**config.mk**
```make
export PLATFORM = sky130hd
export DESIGN_NAME = talk_turn_playout_queue
export DESIGN_NICKNAME = d
export VERILOG_FILES = /design/src/rtl/ttpq_pkg.sv /design/src/rtl/talk_turn_playout_queue.sv /design/src/rtl/ttpq_cmp_unit.sv /design/src/rtl/ttpq_ring.sv
export VERILOG_INCLUDE_DIRS = /design/src /design/src/rtl
export SDC_FILE = /design/constraint.sdc
export NUM_CORES = 1
export LEC_CHECK = 0
export BUFFER_PORTS_ARGS = -buffer_cell sky130_fd_sc_hd__buf_2
export CAP_MARGIN = 40
export CELL_PAD_IN_SITES_DETAIL_PLACEMENT = 2
export CELL_PAD_IN_SITES_GLOBAL_PLACEMENT = 2
export CORE_MARGIN = 3
export CORE_UTILIZATION = 42
export DETAILED_ROUTE_END_ITERATION = 16
export PLACE_DENSITY_LB_ADDON = 0.1
export SETUP_SLACK_MARGIN = 0.2
export SYNTH_ARGS = -nofsm -noshare
export SYNTH_HDL_FRONTEND = slang
export SYNTH_SLANG_ARGS = --single-unit
```
**constraint.sdc**
```tcl
create_clock -name clk_i -period 9.6 [get_ports clk_i]
set_input_delay 0.96 -clock clk_i [delete_from_list [all_inputs] [get_ports clk_i]]
set_output_delay 0.96 -clock clk_i [all_outputs]
set_load 0.02 [all_outputs]
```
**src/rtl/assert_macros.svh**
```systemverilog
// Assertion helpers used by the queue RTL.
`ifndef ASSERT_MACROS_SVH
`define ASSERT_MACROS_SVH

// Check on every clock edge outside reset.
`define TTPQ_ASSERT(lbl, prop, msg) \
  lbl: assert property (@(posedge clk_i) disable iff (!rst_ni) prop) else $error(msg);

// Check on every clock edge, reset included.
`define TTPQ_ASSERT_ALWAYS(lbl, prop, msg) \
  lbl: assert property (@(posedge clk_i) prop) else $error(msg);

`endif

```
**src/rtl/ttpq_pkg.sv**
```systemverilog
`timescale 1ns / 1ps
`default_nettype none

package ttpq_pkg;

  // Field widths fixed by the interface
  localparam int unsigned FUNC_W    = 3;
  localparam int unsigned KIND_W    = 2;
  localparam int unsigned CFG_W     = 5;
  localparam int unsigned CFG_IDX_W = 4;
  localparam int unsigned OCC_W     = 5;
  localparam int unsigned SEQ_W     = 32;
  localparam int unsigned SESS_W    = 64;
  localparam int unsigned STEP_W    = 3;

  // Event codes
  localparam logic [FUNC_W-1:0] FUNC_CLAIM   = 3'd0;
  localparam logic [FUNC_W-1:0] FUNC_RELEASE = 3'd1;
  localparam logic [FUNC_W-1:0] FUNC_AUDIO   = 3'd2;
  localparam logic [FUNC_W-1:0] FUNC_POP     = 3'd3;
  localparam logic [FUNC_W-1:0] FUNC_DONE    = 3'd4;

  // Result kinds
  localparam logic [KIND_W-1:0] KIND_STATUS = 2'd0;
  localparam logic [KIND_W-1:0] KIND_FREE   = 2'd1;
  localparam logic [KIND_W-1:0] KIND_POP    = 2'd2;

  // Status codes
  localparam logic ST_ACTED   = 1'b0;
  localparam logic ST_IGNORED = 1'b1;

  // Configuration register indexes and reset values
  localparam logic [CFG_IDX_W-1:0] CFG_STARTUP  = 4'd0;
  localparam logic [CFG_IDX_W-1:0] CFG_CAPACITY = 4'd1;
  localparam logic [CFG_W-1:0]     STARTUP_RST  = 5'd3;
  localparam logic [CFG_W-1:0]     CAPACITY_RST = 5'd10;

  // Compare steps of the shared unit: four session words, then the sequence
  localparam logic [STEP_W-1:0] CMP_HI_UP = 3'd0;
  localparam logic [STEP_W-1:0] CMP_HI_LO = 3'd1;
  localparam logic [STEP_W-1:0] CMP_LO_UP = 3'd2;
  localparam logic [STEP_W-1:0] CMP_LO_LO = 3'd3;
  localparam logic [STEP_W-1:0] CMP_SEQ   = 3'd4;

  typedef enum logic [2:0] {
    S_IDLE,
    S_CMP,
    S_DECIDE,
    S_WALK,
    S_EMIT,
    S_SINGLE,
    S_STAT
  } state_e;

  typedef struct packed {
    logic have_claim;
    logic have_audio;
    logic have_sess;
    logic released;
    logic playing;
  } flags_t;

  typedef struct packed {
    logic en;
    logic first;
    logic seq;
  } cmp_op_t;

  typedef struct packed {
    logic eq;
    logic le;
  } cmp_res_t;

endpackage

`default_nettype wire

```
**src/rtl/talk_turn_playout_queue.sv**
```systemverilog
// Sequence: accept, the compare steps, a decide state, then a ring read and an
//   emit per handle read from the ring (a flush walks every queued entry), the
//   handle of a duplicate audio beat, then the status beat.
// A new event is accepted only in idle, once the status beat is sent; output
//   stalls hold the emit states. The shared comparator and the single ring
//   read port serialize the work. Reset: async, active low.
`timescale 1ns / 1ps
`default_nettype none

module talk_turn_playout_queue
  import ttpq_pkg::*;
#(
  parameter int unsigned QUEUE_DEPTH = 16,
  parameter int unsigned REF_BITS    = 8
) (
  input  wire logic                 clk_i,
  input  wire logic                 rst_ni,
  // configuration writes
  input  wire logic                 cfg_valid_i,
  output logic                      cfg_ready_o,
  input  wire logic [CFG_IDX_W-1:0] cfg_index_i,
  input  wire logic [CFG_W-1:0]     cfg_data_i,
  // event input
  input  wire logic                 in_valid_i,
  output logic                      in_stall_o,
  input  wire logic [FUNC_W-1:0]    func_i,
  input  wire logic [SESS_W-1:0]    session_high_i,
  input  wire logic [SESS_W-1:0]    session_low_i,
  input  wire logic [SEQ_W-1:0]     sequence_req_i,
  input  wire logic [REF_BITS-1:0]  batch_ref_i,
  // result output
  output logic                      out_valid_o,
  input  wire logic                 out_stall_i,
  output logic      [KIND_W-1:0]    result_kind_o,
  output logic      [REF_BITS-1:0]  out_ref_o,
  output logic                      status_o,
  output logic      [OCC_W-1:0]     occupancy_o,
  output logic                      is_playing_o,
  output logic                      is_released_o,
  output logic                      last_o
);

  `include "assert_macros.svh"

  localparam int unsigned IDX_W = $clog2(QUEUE_DEPTH);
  localparam int unsigned CNT_W = $clog2(QUEUE_DEPTH + 1);
  localparam int unsigned CMP_W = (CNT_W > CFG_W) ? CNT_W : CFG_W;
  localparam int unsigned SUM_W = IDX_W + 1;

  // ---------------------------------------------------------------------------
  // Registers
  // ---------------------------------------------------------------------------
  state_e state_q, state_d;
  logic [STEP_W-1:0] step_q;

  logic [CFG_W-1:0] thr_cfg_q, cap_cfg_q;

  logic [FUNC_W-1:0]   func_q;
  logic [SESS_W-1:0]   hi_q, lo_q;
  logic [SEQ_W-1:0]    seq_q;
  logic [REF_BITS-1:0] ref_q;

  logic [IDX_W-1:0]  head_q, head_d;
  logic [CNT_W-1:0]  count_q, count_d;
  logic [SESS_W-1:0] cur_hi_q, cur_hi_d, cur_lo_q, cur_lo_d;
  logic [SEQ_W-1:0]  last_audio_q, last_audio_d, last_claim_q, last_claim_d;
  flags_t            flags_q, flags_d;

  logic [IDX_W-1:0] walk_ptr_q;
  logic [CNT_W-1:0] walk_left_q, walk_n;
  logic [KIND_W-1:0] walk_kind_q, walk_kind_d;
  logic             single_q, single_d;
  logic             st_q, st_d;
  logic             wr_pend_q, wr_pend_d;
  logic [IDX_W-1:0] wr_idx_q, wr_idx_d;

  logic                out_valid_q;
  logic [KIND_W-1:0]   out_kind_q;
  logic [REF_BITS-1:0] out_ref_q;
  logic                out_st_q, out_play_q, out_rel_q, out_last_q;
  logic [OCC_W-1:0]    out_occ_q;

  // control from the output block
  logic    in_acc, out_free, out_load;
  logic    rd_en, wr_en;
  cmp_op_t cmp_op;
  cmp_res_t cmp_res;
  logic [SEQ_W-1:0] opa, opb;
  logic [REF_BITS-1:0] rd_data;

  assign cfg_ready_o = 1'b1;
  assign in_acc      = in_valid_i && !in_stall_o;
  assign out_free    = !out_valid_q || !out_stall_i;

  // ---------------------------------------------------------------------------
  // Configuration registers
  // ---------------------------------------------------------------------------
  always_ff @(posedge clk_i or negedge rst_ni) begin
    if (!rst_ni) begin
      thr_cfg_q <= STARTUP_RST;
      cap_cfg_q <= CAPACITY_RST;
    end else if (cfg_valid_i && cfg_ready_o) begin
      if (cfg_index_i == CFG_STARTUP) begin
        thr_cfg_q <= cfg_data_i;
      end
      if (cfg_index_i == CFG_CAPACITY) begin
        cap_cfg_q <= cfg_data_i;
      end
    end
  end

  // ---------------------------------------------------------------------------
  // Capture the event
  // ---------------------------------------------------------------------------
  always_ff @(posedge clk_i) begin
    if (in_acc) begin
      func_q <= func_i;
      hi_q   <= session_high_i;
      lo_q   <= session_low_i;
      seq_q  <= sequence_req_i;
      ref_q  <= batch_ref_i;
    end
  end

  // ---------------------------------------------------------------------------
  // Shared comparator: session words, then the sequence number
  // ---------------------------------------------------------------------------
  always_comb begin
    case (step_q)
      CMP_HI_UP: begin
        opa = hi_q[SESS_W-1:SEQ_W];
        opb = cur_hi_q[SESS_W-1:SEQ_W];
      end
      CMP_HI_LO: begin
        opa = hi_q[SEQ_W-1:0];
        opb = cur_hi_q[SEQ_W-1:0];
      end
      CMP_LO_UP: begin
        opa = lo_q[SESS_W-1:SEQ_W];
        opb = cur_lo_q[SESS_W-1:SEQ_W];
      end
      CMP_LO_LO: begin
        opa = lo_q[SEQ_W-1:0];
        opb = cur_lo_q[SEQ_W-1:0];
      end
      default: begin
        opa = seq_q;
        opb = (func_q == FUNC_CLAIM) ? last_claim_q : last_audio_q;
      end
    endcase
  end

  ttpq_cmp_unit u_cmp (
    .clk_i  (clk_i),
    .rst_ni (rst_ni),
    .op_i   (cmp_op),
    .opa_i  (opa),
    .opb_i  (opb),
    .res_o  (cmp_res)
  );

  // ---------------------------------------------------------------------------
  // Decide: final state and the list of beats to send
  // ---------------------------------------------------------------------------
  always_comb begin
    logic [CMP_W-1:0] cap_c, thr_c, depth_c;
    logic [SUM_W-1:0] sum;
    logic             sess_change;
    flags_t           f;
    logic [CNT_W-1:0] cnt;
    logic [IDX_W-1:0] hd;

    depth_c = CMP_W'(QUEUE_DEPTH);
    cap_c   = CMP_W'(cap_cfg_q);
    if (cap_c == '0) begin
      cap_c = CMP_W'(1);
    end else if (cap_c > depth_c) begin
      cap_c = depth_c;
    end
    thr_c = CMP_W'(thr_cfg_q);
    if (thr_c == '0) begin
      thr_c = CMP_W'(1);
    end

    sess_change  = flags_q.have_sess && !cmp_res.eq;
    f            = flags_q;
    cnt          = count_q;
    hd           = head_q;
    cur_hi_d     = cur_hi_q;
    cur_lo_d     = cur_lo_q;
    last_audio_d = last_audio_q;
    last_claim_d = last_claim_q;
    walk_n       = '0;
    walk_kind_d  = KIND_FREE;
    single_d     = 1'b0;
    st_d         = ST_ACTED;
    wr_pend_d    = 1'b0;
    wr_idx_d     = '0;
    sum          = '0;

    case (func_q)
      FUNC_CLAIM: begin
        if (sess_change) begin
          walk_n = count_q;
          cnt    = '0;
          hd     = '0;
          f      = '0;
        end
        if (!f.have_sess) begin
          cur_hi_d    = hi_q;
          cur_lo_d    = lo_q;
          f.have_sess = 1'b1;
        end
        if (f.have_claim && cmp_res.le) begin
          st_d = ST_IGNORED;
        end else begin
          if (f.have_claim) begin
            walk_n       = count_q;
            cnt          = '0;
            hd           = '0;
            f.playing    = 1'b0;
            f.have_audio = 1'b0;
          end
          last_claim_d = seq_q;
          f.have_claim = 1'b1;
          f.released   = 1'b0;
        end
      end
      FUNC_RELEASE: begin
        if (flags_q.have_sess && cmp_res.eq) begin
          f.released = 1'b1;
          if (count_q != '0) begin
            f.playing = 1'b1;
          end else begin
            f = '0;
          end
        end else begin
          st_d = ST_IGNORED;
        end
      end
      FUNC_AUDIO: begin
        if (sess_change) begin
          walk_n = count_q;
          cnt    = '0;
          hd     = '0;
          f      = '0;
        end
        if (!f.have_sess) begin
          cur_hi_d     = hi_q;
          cur_lo_d     = lo_q;
          f.have_sess  = 1'b1;
          f.have_audio = 1'b0;
        end
        if (f.have_audio && cmp_res.le) begin
          single_d = 1'b1;
          st_d     = ST_IGNORED;
        end else begin
          last_audio_d = seq_q;
          f.have_audio = 1'b1;
          // tail slot, wrapped once
          sum = SUM_W'(hd) + SUM_W'(cnt);
          if (sum >= SUM_W'(QUEUE_DEPTH)) begin
            sum = sum - SUM_W'(QUEUE_DEPTH);
          end
          wr_pend_d = 1'b1;
          wr_idx_d  = IDX_W'(sum);
          // drop the oldest when full
          if (CMP_W'(cnt) >= cap_c) begin
            walk_n = CNT_W'(1);
            hd     = (hd == IDX_W'(QUEUE_DEPTH - 1)) ? '0 : hd + IDX_W'(1);
            cnt    = cnt - CNT_W'(1);
          end
          cnt = cnt + CNT_W'(1);
          if (CMP_W'(cnt) >= thr_c) begin
            f.playing = 1'b1;
          end
        end
      end
      FUNC_POP: begin
        if (flags_q.playing && count_q != '0) begin
          walk_n      = CNT_W'(1);
          walk_kind_d = KIND_POP;
          hd          = (hd == IDX_W'(QUEUE_DEPTH - 1)) ? '0 : hd + IDX_W'(1);
          cnt         = cnt - CNT_W'(1);
        end else begin
          st_d = ST_IGNORED;
        end
      end
      FUNC_DONE: begin
        if (count_q == '0) begin
          f.playing = 1'b0;
          if (flags_q.released) begin
            f = '0;
          end
        end
      end
      default: begin
        st_d = ST_IGNORED;
      end
    endcase

    flags_d = f;
    count_d = cnt;
    head_d  = hd;
  end

  // ---------------------------------------------------------------------------
  // Next state
  // ---------------------------------------------------------------------------
  always_comb begin
    state_d = state_q;
    case (state_q)
      S_IDLE: begin
        if (in_acc) begin
          state_d = S_CMP;
        end
      end
      S_CMP: begin
        if (step_q == CMP_SEQ) begin
          state_d = S_DECIDE;
        end
      end
      S_DECIDE: begin
        if (walk_n != '0) begin
          state_d = S_WALK;
        end else if (single_d) begin
          state_d = S_SINGLE;
        end else begin
          state_d = S_STAT;
        end
      end
      S_WALK: begin
        state_d = S_EMIT;
      end
      S_EMIT: begin
        if (out_free) begin
          if (walk_left_q != CNT_W'(1)) begin
            state_d = S_WALK;
          end else if (single_q) begin
            state_d = S_SINGLE;
          end else begin
            state_d = S_STAT;
          end
        end
      end
      S_SINGLE: begin
        if (out_free) begin
          state_d = S_STAT;
        end
      end
      S_STAT: begin
        if (out_free) begin
          state_d = S_IDLE;
        end
      end
      default: begin
        state_d = S_IDLE;
      end
    endcase
  end

  // ---------------------------------------------------------------------------
  // Sequencer outputs
  // ---------------------------------------------------------------------------
  always_comb begin
    in_stall_o   = 1'b1;
    out_load     = 1'b0;
    rd_en        = 1'b0;
    wr_en        = 1'b0;
    cmp_op.en    = 1'b0;
    cmp_op.first = 1'b0;
    cmp_op.seq   = 1'b0;
    case (state_q)
      S_IDLE: begin
        in_stall_o = 1'b0;
      end
      S_CMP: begin
        cmp_op.en    = 1'b1;
        cmp_op.first = (step_q == CMP_HI_UP);
        cmp_op.seq   = (step_q == CMP_SEQ);
      end
      S_WALK: begin
        rd_en = 1'b1;
      end
      S_EMIT, S_SINGLE: begin
        out_load = out_free;
      end
      S_STAT: begin
        out_load = out_free;
        wr_en    = out_free && wr_pend_q;
      end
      default: begin
        in_stall_o = 1'b1;
      end
    endcase
  end

  // ---------------------------------------------------------------------------
  // Control registers
  // ---------------------------------------------------------------------------
  always_ff @(posedge clk_i or negedge rst_ni) begin
    if (!rst_ni) begin
      state_q      <= S_IDLE;
      step_q       <= CMP_HI_UP;
      head_q       <= '0;
      count_q      <= '0;
      cur_hi_q     <= '0;
      cur_lo_q     <= '0;
      last_audio_q <= '0;
      last_claim_q <= '0;
      flags_q      <= '0;
      walk_left_q  <= '0;
      single_q     <= 1'b0;
      wr_pend_q    <= 1'b0;
      out_valid_q  <= 1'b0;
    end else begin
      state_q <= state_d;
      // advance the compare step
      if (in_acc) begin
        step_q <= CMP_HI_UP;
      end else if (state_q == S_CMP) begin
        step_q <= step_q + STEP_W'(1);
      end
      // commit the event
      if (state_q == S_DECIDE) begin
        head_q       <= head_d;
        count_q      <= count_d;
        cur_hi_q     <= cur_hi_d;
        cur_lo_q     <= cur_lo_d;
        last_audio_q <= last_audio_d;
        last_claim_q <= last_claim_d;
        flags_q      <= flags_d;
        walk_left_q  <= walk_n;
        single_q     <= single_d;
        wr_pend_q    <= wr_pend_d;
      end else if (state_q == S_EMIT && out_free) begin
        walk_left_q <= walk_left_q - CNT_W'(1);
      end
      // hold the beat until taken
      if (out_load) begin
        out_valid_q <= 1'b1;
      end else if (!out_stall_i) begin
        out_valid_q <= 1'b0;
      end
    end
  end

  // Walk pointer and per-event plan
  always_ff @(posedge clk_i) begin
    if (state_q == S_DECIDE) begin
      walk_ptr_q  <= head_q;
      walk_kind_q <= walk_kind_d;
      st_q        <= st_d;
      wr_idx_q    <= wr_idx_d;
    end else if (state_q == S_EMIT && out_free) begin
      walk_ptr_q <= (walk_ptr_q == IDX_W'(QUEUE_DEPTH - 1)) ? '0 : walk_ptr_q + IDX_W'(1);
    end
  end

  // ---------------------------------------------------------------------------
  // Handle ring
  // ---------------------------------------------------------------------------
  ttpq_ring #(
    .DEPTH (QUEUE_DEPTH),
    .WIDTH (REF_BITS)
  ) u_ring (
    .clk_i     (clk_i),
    .wr_en_i   (wr_en),
    .wr_idx_i  (wr_idx_q),
    .wr_data_i (ref_q),
    .rd_en_i   (rd_en),
    .rd_idx_i  (walk_ptr_q),
    .rd_data_o (rd_data)
  );

  // ---------------------------------------------------------------------------
  // Output beat register
  // ---------------------------------------------------------------------------
  always_ff @(posedge clk_i) begin
    if (out_load) begin
      out_occ_q  <= OCC_W'(count_q);
      out_play_q <= flags_q.playing;
      out_rel_q  <= flags_q.released;
      case (state_q)
        S_EMIT: begin
          out_kind_q <= walk_kind_q;
          out_ref_q  <= rd_data;
          out_st_q   <= ST_ACTED;
          out_last_q <= 1'b0;
        end
        S_SINGLE: begin
          out_kind_q <= KIND_FREE;
          out_ref_q  <= ref_q;
          out_st_q   <= ST_ACTED;
          out_last_q <= 1'b0;
        end
        default: begin
          out_kind_q <= KIND_STATUS;
          out_ref_q  <= '0;
          out_st_q   <= st_q;
          out_last_q <= 1'b1;
        end
      endcase
    end
  end

  assign out_valid_o   = out_valid_q;
  assign result_kind_o = out_kind_q;
  assign out_ref_o     = out_ref_q;
  assign status_o      = out_st_q;
  assign occupancy_o   = out_occ_q;
  assign is_playing_o  = out_play_q;
  assign is_released_o = out_rel_q;
  assign last_o        = out_last_q;

  // ---------------------------------------------------------------------------
  // Assertions
  // ---------------------------------------------------------------------------
  `TTPQ_ASSERT(a_count_bound, count_q <= CNT_W'(QUEUE_DEPTH), "queue count above depth")
  `TTPQ_ASSERT(a_walk_nonzero, (state_q == S_WALK) |-> (walk_left_q != '0), "walk with no handles")
  `TTPQ_ASSERT(a_pop_playing, (out_valid_o && result_kind_o == KIND_POP) |-> is_playing_o,
               "pop beat while not playing")
  `TTPQ_ASSERT(a_rel_session, flags_q.released |-> flags_q.have_sess, "released flag without a session")

endmodule

`default_nettype wire

```
**src/rtl/ttpq_cmp_unit.sv**
```systemverilog
`timescale 1ns / 1ps
`default_nettype none

// Shared 32-bit comparator: folds word equality over a chain of steps,
// or captures an unsigned less-or-equal result.
module ttpq_cmp_unit
  import ttpq_pkg::*;
(
  input  wire logic             clk_i,
  input  wire logic             rst_ni,
  input  wire cmp_op_t          op_i,
  input  wire logic [SEQ_W-1:0] opa_i,
  input  wire logic [SEQ_W-1:0] opb_i,
  output cmp_res_t              res_o
);

  logic eq_q, eq_d;
  logic le_q, le_d;

  // Fold or capture the current step
  always_comb begin
    eq_d = eq_q;
    le_d = le_q;
    if (op_i.en) begin
      if (op_i.seq) begin
        le_d = (opa_i <= opb_i);
      end else begin
        eq_d = (op_i.first ? 1'b1 : eq_q) & (opa_i == opb_i);
      end
    end
  end

  always_ff @(posedge clk_i or negedge rst_ni) begin
    if (!rst_ni) begin
      eq_q <= 1'b0;
      le_q <= 1'b0;
    end else begin
      eq_q <= eq_d;
      le_q <= le_d;
    end
  end

  assign res_o.eq = eq_q;
  assign res_o.le = le_q;

endmodule

`default_nettype wire

```
**src/rtl/ttpq_ring.sv**
```systemverilog
`timescale 1ns / 1ps
`default_nettype none

// Handle ring: one write port, one registered read port.
module ttpq_ring #(
  parameter int unsigned DEPTH = 16,
  parameter int unsigned WIDTH = 8
) (
  input  wire logic                     clk_i,
  input  wire logic                     wr_en_i,
  input  wire logic [$clog2(DEPTH)-1:0] wr_idx_i,
  input  wire logic [WIDTH-1:0]         wr_data_i,
  input  wire logic                     rd_en_i,
  input  wire logic [$clog2(DEPTH)-1:0] rd_idx_i,
  output logic      [WIDTH-1:0]         rd_data_o
);

  logic [WIDTH-1:0] mem_q [DEPTH];

  // Write the new handle
  always_ff @(posedge clk_i) begin
    if (wr_en_i) begin
      mem_q[wr_idx_i] <= wr_data_i;
    end
  end

  // Register the read data
  always_ff @(posedge clk_i) begin
    if (rd_en_i) begin
      rd_data_o <= mem_q[rd_idx_i];
    end
  end

endmodule

`default_nettype wire
```
==> metrics.txt, run 1 <==
status=finished clean; Area Growth Syn to Fin=16.6%; routability cong.=0.801; Final Hold Fails=0; post-layout min period=4.67 ns; clk_skew=0.0223 ns; DRT iter0 DRCs=862; Filler Cells Inserted=5538; R2R setup slack=4.93 ns; Leakage=11.4 nW; asr flop ratio synth=40.8%; Relative slew margins=19.5%; CP Launch Type=flip-flop; Die H=248 um; first-pass GRT wire length=108 mm; multi-input logic area=8180 um2; vias in the first global route=17600; Most used DFF post-synth=edfxtp_1; initial antenna violation count=2; Final ANT Viol Nets=0; worst hold-check path type=in -> async; post-synthesis sequential area ratio=64.8%; drt first pass iters=4; setup TNS=0 ns; post-synthesis cell type count=72; io pins=207; syn avg cell area=13.7 um2; clk sinks=569; port buffer count=205; htree depth=2; Starting Density=42.5%; Vias=15800; DRT Wirelength=70.5 mm; yosys warns=0; post-CTS setup buffers=0; critical path required time=10.16 ns; final hold slack=0.423 ns; mean routed wirelength per cell=25.0 um; period utilisation layout=48.6%; worst skew pair latency=0.63 ns; sequential cell area=15900 um2; total grt overflow=0; worst reg2reg path depth=15; Setup CP Type=reg -> reg; largest net degree at the start of global routing=175; measured slew at the worst slew-check pin=1.21 ns; total CTS buffers=59; number of remaining DRC errors=0; Max-Cap Viols=0; share of layout cells above drive strength 1=28.0%; DIE AREA=61500 um2; RR Endpoint=u_cmp.eq_q; HPWL Detailed=48.6 mm; critical path fanouts, max=89; Nets=2241; root buffer cell=clkbuf_16; PwrDens=352 nW/um2; number of placement rows=88; Fmax=0.214 GHz; cts hold-fix bufs=0; R2R Path Start=step_q[2]; Peak VDD IR=0.213 mV; Post-Synthesis Net Count=2039; Via density=5.62; FF+latch count, synth=569; RSZ-0062 raised after global routing=no; clock buffer depth=3; Reg clk slew, reported paths=0.06 ns; die width=248 um; CTS tree=built; post-CTS sizing=0; GRT Overall Usage=23.1%; Critical Path AT=5.23 ns; core area=57800 um2; number of flops mapped to enable cells by yosys=337; critical path endpoint category=flip-flop; Cells after Synth=1795; Cell Area, Synth=24600 um2; Setup violations, final=0; Max Slew Vio Count=0
-- where the power goes --
part	internal [mW]	switching [mW]
sequential	3.33	0.485
clock	1.46	0.971
combinational	1.58	2.27
total	6.37	3.73
-- final cells by class --
type                       count  share of cell area [%]
sequential                   569                    55.5
multi-input combinational   1096                    28.5
clock buffer                  93                    6.20
timing repair buffer         242                    5.00
tap                          765                    3.34
clock inverter                19                    1.01
inverter                      29                   0.380
antenna                        1                 0.00873
-- state kept, by name, indices dropped and copies added, names as in the netlist, 8 cells and up --
register and cells:
lo_q 64, cur_hi_q 64, hi_q 64, cur_lo_q 64, ref_q 8, out_ref_o 8, last_claim_q 32, seq_q 32
u_ring.mem_q 128, u_ring.rd_data_o 8, last_audio_q 32
-- per-layer routing --
layer	global-route usage, %	routed length [um]
met3	3.35	2480
met5	0	0
met4	5.15	1360
met1	32.2	32100
met2	38.5	34500
-- cells in the final DEF (no fill, tap or decap), types with 11 or more instances in the layout --
cell type	Yosys	routed
mux4_2	16	16
nand3_1	34	34
xnor2_1	11	11
clkbuf_1	84	19
clkbuf_8	2	13
mux2i_1	42	42
dfrtp_1	228	228
nand2_1	182	181
clkbuf_16	0	61
ha_1	58	57
a31oi_1	39	39
o21ai_0	75	75
a22oi_1	139	139
nor2b_1	17	14
inv_1	29	29
nor3_1	18	16
buf_4	2	30
nor2_1	99	97
a21oi_1	43	42
mux2_2	195	195
edfxtp_1	337	337
nand2b_1	11	11
buf_2	9	204
-- worst max-delay path, stage by stage (launching register included) --
cell     delay (ns)
dfrtp_1        0.66
inv_1          0.11
ha_2           0.20
buf_4          0.35
or4_4          0.85
buf_16         0.29
nor2_1         0.17
a31oi_1        0.08
ha_1           0.34
and4_1         0.22
nand3_1        0.14
nor3_1         0.30
and2_1         0.21
nand2_1        0.14
o31ai_1        0.24
a22o_1         0.18
-- stage by stage --
| step | cell area (um2) | setup slack (ns) | power, mW | utilization (%) | std cells |
|---|---|---|---|---|---|
| finish | 28700 | 4.93 | 10.1 | 49.6 | 2814 |
| global route | 28700 | 4.65 | 10.8 | 49.6 | 2813 |
| CTS | 28700 | 4.99 | 10.2 | 49.6 | 2812 |
| detailed placement | 26600 | 5.05 | 7.72 | 46.0 | 2700 |
| global placement | 26400 | 5.03 | 7.40 | 45.7 | 2687 |
| floorplan | 24600 | 0.583 | 6.37 | - | 1795 |
-- worst max path at each step --
stage	slack, ns	to	startpoint
after floorplan	0.58	func_q[0]	state_q[1]
after global placement	5.03	u_cmp.eq_q	step_q[0]
after detailed placement	5.05	u_cmp.eq_q	step_q[2]
after CTS	4.99	u_cmp.eq_q	step_q[2]
after global routing	4.65	u_cmp.eq_q	step_q[2]
final	4.93	u_cmp.eq_q	step_q[2]
-- cell families after synthesis --
logic type	synth area share [%]
compound gates	10.1
xor+xnor	0.605
fa+ha+maj	3.03
buf+inv	2.23
flops	64.8
mux	12.1
other cells	0.0152
simple gates	7.18
-- synthesized netlist by cell type (3+ instances only) --
| library cell | number | area (um2) |
|---|---|---|
| a211oi_1 | 3 | 22.5 |
| a21o_1 | 8 | 60.1 |
| a21oi_1 | 43 | 215 |
| a221oi_1 | 9 | 78.8 |
| a22o_1 | 3 | 26.3 |
| a22oi_1 | 139 | 1040 |
| a31oi_1 | 39 | 244 |
| a32oi_1 | 3 | 26.3 |
| and2_1 | 8 | 50.1 |
| buf_2 | 9 | 45.0 |
| buf_6 | 3 | 33.8 |
| clkbuf_1 | 84 | 315 |
| dfrtp_1 | 228 | 5710 |
| dfstp_2 | 4 | 105 |
| edfxtp_1 | 337 | 10100 |
| ha_1 | 58 | 726 |
| inv_1 | 29 | 109 |
| mux2_2 | 195 | 2200 |
| mux2i_1 | 42 | 420 |
| mux4_2 | 16 | 360 |
| nand2_1 | 182 | 683 |
| nand2b_1 | 11 | 68.8 |
| nand3_1 | 34 | 170 |
| nand3b_1 | 4 | 30.0 |
| nand4_1 | 9 | 56.3 |
| nor2_1 | 99 | 372 |
| nor2b_1 | 17 | 106 |
| nor3_1 | 18 | 90.1 |
| nor4_1 | 3 | 18.8 |
| o211a_1 | 7 | 70.1 |
| o211ai_1 | 9 | 67.6 |
| o21ai_0 | 75 | 375 |
| o31ai_1 | 3 | 22.5 |
| or2_2 | 3 | 18.8 |
| xnor2_1 | 11 | 96.3 |
| xor2_1 | 6 | 52.6 |
Note: power is estimated with default switching activity, not from simulation.
==> run 2: changes to the inputs <==
Settings changed: ABC_AREA set to 1, CORE_UTILIZATION 42 to 39.
Clock period 9.6 ns to 4.6 ns, I/O delays scaled along.
==> run 2 against run 1 <==
Net effect:
- utilization fell by 1.1 points
- total power rose by 110%
- register-to-register slack got worse by 4.3 ns
- combinational power rose by 120%
- critical path depth rose by 4
==> metrics.txt, run 2 <==
Relative slew margins=26.4% (+6.9 points); period utilisation layout=86.1% (+37 points); Die H=260 um (+5.0%); share of layout cells above drive strength 1=15.5% (-13 points); critical path endpoint category=flip-flop; dpl ws=0.378 ns (-4.68 ns); critical path fanouts, max=42 (-53%); clock buffer depth=3 (unchanged); post-synthesis cell type count=57 (-21%); total CTS buffers=61 (+3.4%); number of remaining DRC errors=0 (unchanged); post-synthesis sequential area ratio=63.1% (-1.7 points); core area=63500 um2 (+9.9%); Final ANT Viol Nets=0 (unchanged); R2R Path Start=step_q[0]; initial antenna violation count=3 (+1); CP Launch Type=flip-flop; port buffer count=205 (unchanged); DRT iter0 DRCs=1390 (+61%); worst skew pair latency=0.65 ns (+0.02 ns); commonest cells in the synthesized netlist=nand2_1 (503), edfxtp_1 (337), o21ai_0 (284); Setup CP Type=reg -> reg; routability cong.=0.825 (+3.1%); syn avg cell area=10.5 um2 (-24%); FF+latch count, synth=569 (unchanged); Starting Density=39.8% (-2.8 points); vias in the first global route=22300 (+27%); Synth top area share=40.1% (-1.1 points); Leakage=13.1 nW (+15%); clk_skew=0.0255 ns (+0.00326 ns); RSZ-0062 raised after global routing=no; drt first pass iters=5 (+1); Max-Cap Viols=0 (unchanged); max reg flops=128 (unchanged); io pins=207 (unchanged); clk sinks=569 (unchanged); Most used DFF post-synth=edfxtp_1; critical path required time=5.13 ns (-5.03 ns); Cell Area, Synth=25300 um2 (+2.7%); Reg clk slew, reported paths=0.06 ns (about the same); most frequent cells in the layout=nand2_1 (502), edfxtp_1 (337), o21ai_0 (283); number of flops mapped to enable cells by yosys=337 (unchanged); DRT Wirelength=89.7 mm (+27%); root buffer cell=clkbuf_16; Max Slew Vio Count=0 (unchanged); most common cell in the netlist=nand2_1; Via density=5.39 (-4.1%); total grt overflow=0 (unchanged); Top reg by flops=u_ring.mem_q; htree depth=2 (unchanged); DIE AREA=67900 um2 (+10%); Post-Synthesis Net Count=2661 (+31%); fin util=48.5% (-1.1 points); Area Growth Syn to Fin=22.0%; first-pass GRT wire length=137 mm (+27%); worst hold-check path type=in -> reg; post-layout min period=3.96 ns (-0.708 ns); mean routed wirelength per cell=24.5 um (-2.2%); Final Hold Fails=0 (unchanged); Fmax=0.252 GHz (+18%); Synth area leader=edfxtp_1; Nets=3005 (+34%); asr flop ratio synth=40.8% (unchanged); die width=260 um (+5.0%); Critical Path AT=4.50 ns (-0.73 ns); measured slew at the worst slew-check pin=1.10 ns (-0.103 ns); CP startpoint=step_q[0]; largest net degree at the start of global routing=171 (-2.3%); number of placement rows=92 (+4.5%); most common cell after layout, fill and taps aside=nand2_1; Worst Slack Setup Final=0.638 ns (-4.29 ns); Filler Cells Inserted=6505 (+17%); Cells after Synth=2417 (+35%); CTS tree=built; Setup violations, final=0 (unchanged); HPWL Detailed=56.0 mm (+15%); Vias=19700 (+25%); top post-synthesis cells by area=edfxtp_1 (40%), dfrtp_1 (23%), nand2_1 (7.5%), o21ai_0 (5.6%), inv_1 (4.0%); total chip power=21.6 mW (+110%); setup TNS=0 ns (unchanged); Min-Delay Startpoint=session_low_i[29]; Peak VDD IR=0.353 mV (+66%); PwrDens=700 nW/um2 (+99%); GRT Overall Usage=26.6% (+3.5 points); status=finished clean; yosys warns=0 (unchanged)
## run 2: cell types whose count changed after synthesis, moves of 40 or more
cell and delta:
nand2_1 +321, inv_1 +237, o21ai_0 +209, mux2_2 -163
a22oi_1 -139, nand3_1 +56, mux2i_1 -42, nor2_1 +40
## run 2: path summary, 6_finish.rpt
path                                   end  slack (ns)  depth (start not counted)
min reg2reg                  is_released_o        0.48                          0
max in group asynchronous  last_audio_q[9]        2.83                          3
min in group asynchronous     cur_hi_q[29]        0.50                          2
min                               lo_q[29]        0.04                          1
max reg2reg                     u_cmp.le_q        0.64                         19
max                             u_cmp.le_q        0.64                         19
## run 2: final cells by class
type | instances | area [um2] | share of cell area [%]
Tap cell | 846 | 1060 | 3.43
Clock inverter | 42 | 479 | 1.55
Antenna cell | 1 | 2.50 | 0.00812
Timing Repair Buffer | 396 | 2900 | 9.39
Clock buffer | 74 | 1620 | 5.24
Multi-Input combinational cell | 1456 | 7800 | 25.3
Sequential cell | 569 | 15900 | 51.7
Inverter | 277 | 1040 | 3.37
## run 2: layer usage
| metal | share of wire (%) | wire length, um | vias to the layer above | GRT usage (%) |
|---|---|---|---|---|
| met5 | 0 | 0 | - | 0 |
| met4 | 3.0 | 2720 | 0 | 8.45 |
| met3 | 4.1 | 3670 | 152 | 3.54 |
| met2 | 50 | 45100 | 447 | 46.6 |
| li1 | - | - | 8985 | - |
| met1 | 43 | 38200 | 10100 | 34.2 |
## run 2: per-stage QoR
step                instances  hold slack, ns  instance area [um2]
floorplan                2417           0.164                25300
global placement         3386           0.461                27100
detailed placement       3388           0.468                27100
CTS                      3659         0.00509                30800
global route             3660          0.0104                30800
finish                   3661          0.0356                30800
## run 2: what timing repair did
action                                  in CTS  in global routing
hold buffers                               155                  0
hold endpoints to repair                   246                  0
resized for setup                            0                  5
setup buffers                                0                  0
endpoints found under the setup margin       0                  1
## run 2: critical path, stage by stage (launching register included)
cell      delay, ns
dfrtp_1        0.41
inv_1          0.14
ha_1           0.20
nand2_1        0.21
nand4_1        0.20
buf_4          0.37
buf_4          0.47
o21ai_0        0.18
o32ai_1        0.42
inv_1          0.10
ha_1           0.33
a21oi_1        0.07
o21ai_0        0.17
nand2_1        0.10
o211ai_1       0.11
nand2_1        0.07
nand2_1        0.06
nand2_1        0.05
nand2_1        0.10
a21oi_1        0.06
## run 2: where the power goes
part           total [mW]  leakage [nW]  internal [mW]  switching [mW]
Sequential           7.98          6.02           6.97            1.01
Clock                5.25          1.03           3.06            2.19
Combinational        8.34          6.08           2.77            5.58
## run 2: cells by family (layout without fill, tap and decap cells)
kind of cell / Yosys count / in the layout / synth area share (%)
and+or+nand+nor: 821 / 821 / 13.8
DFF: 569 / 569 / 63.1
AOI/OAI and AO/OA: 537 / 537 / 12.3
buffers and inverters: 392 / 789 / 6.25
adders and majority gates: 59 / 59 / 2.95
muxes: 32 / 32 / 1.43
xor gates and xnor gates: 6 / 6 / 0.208
other: 1 / 2 / 0.0148
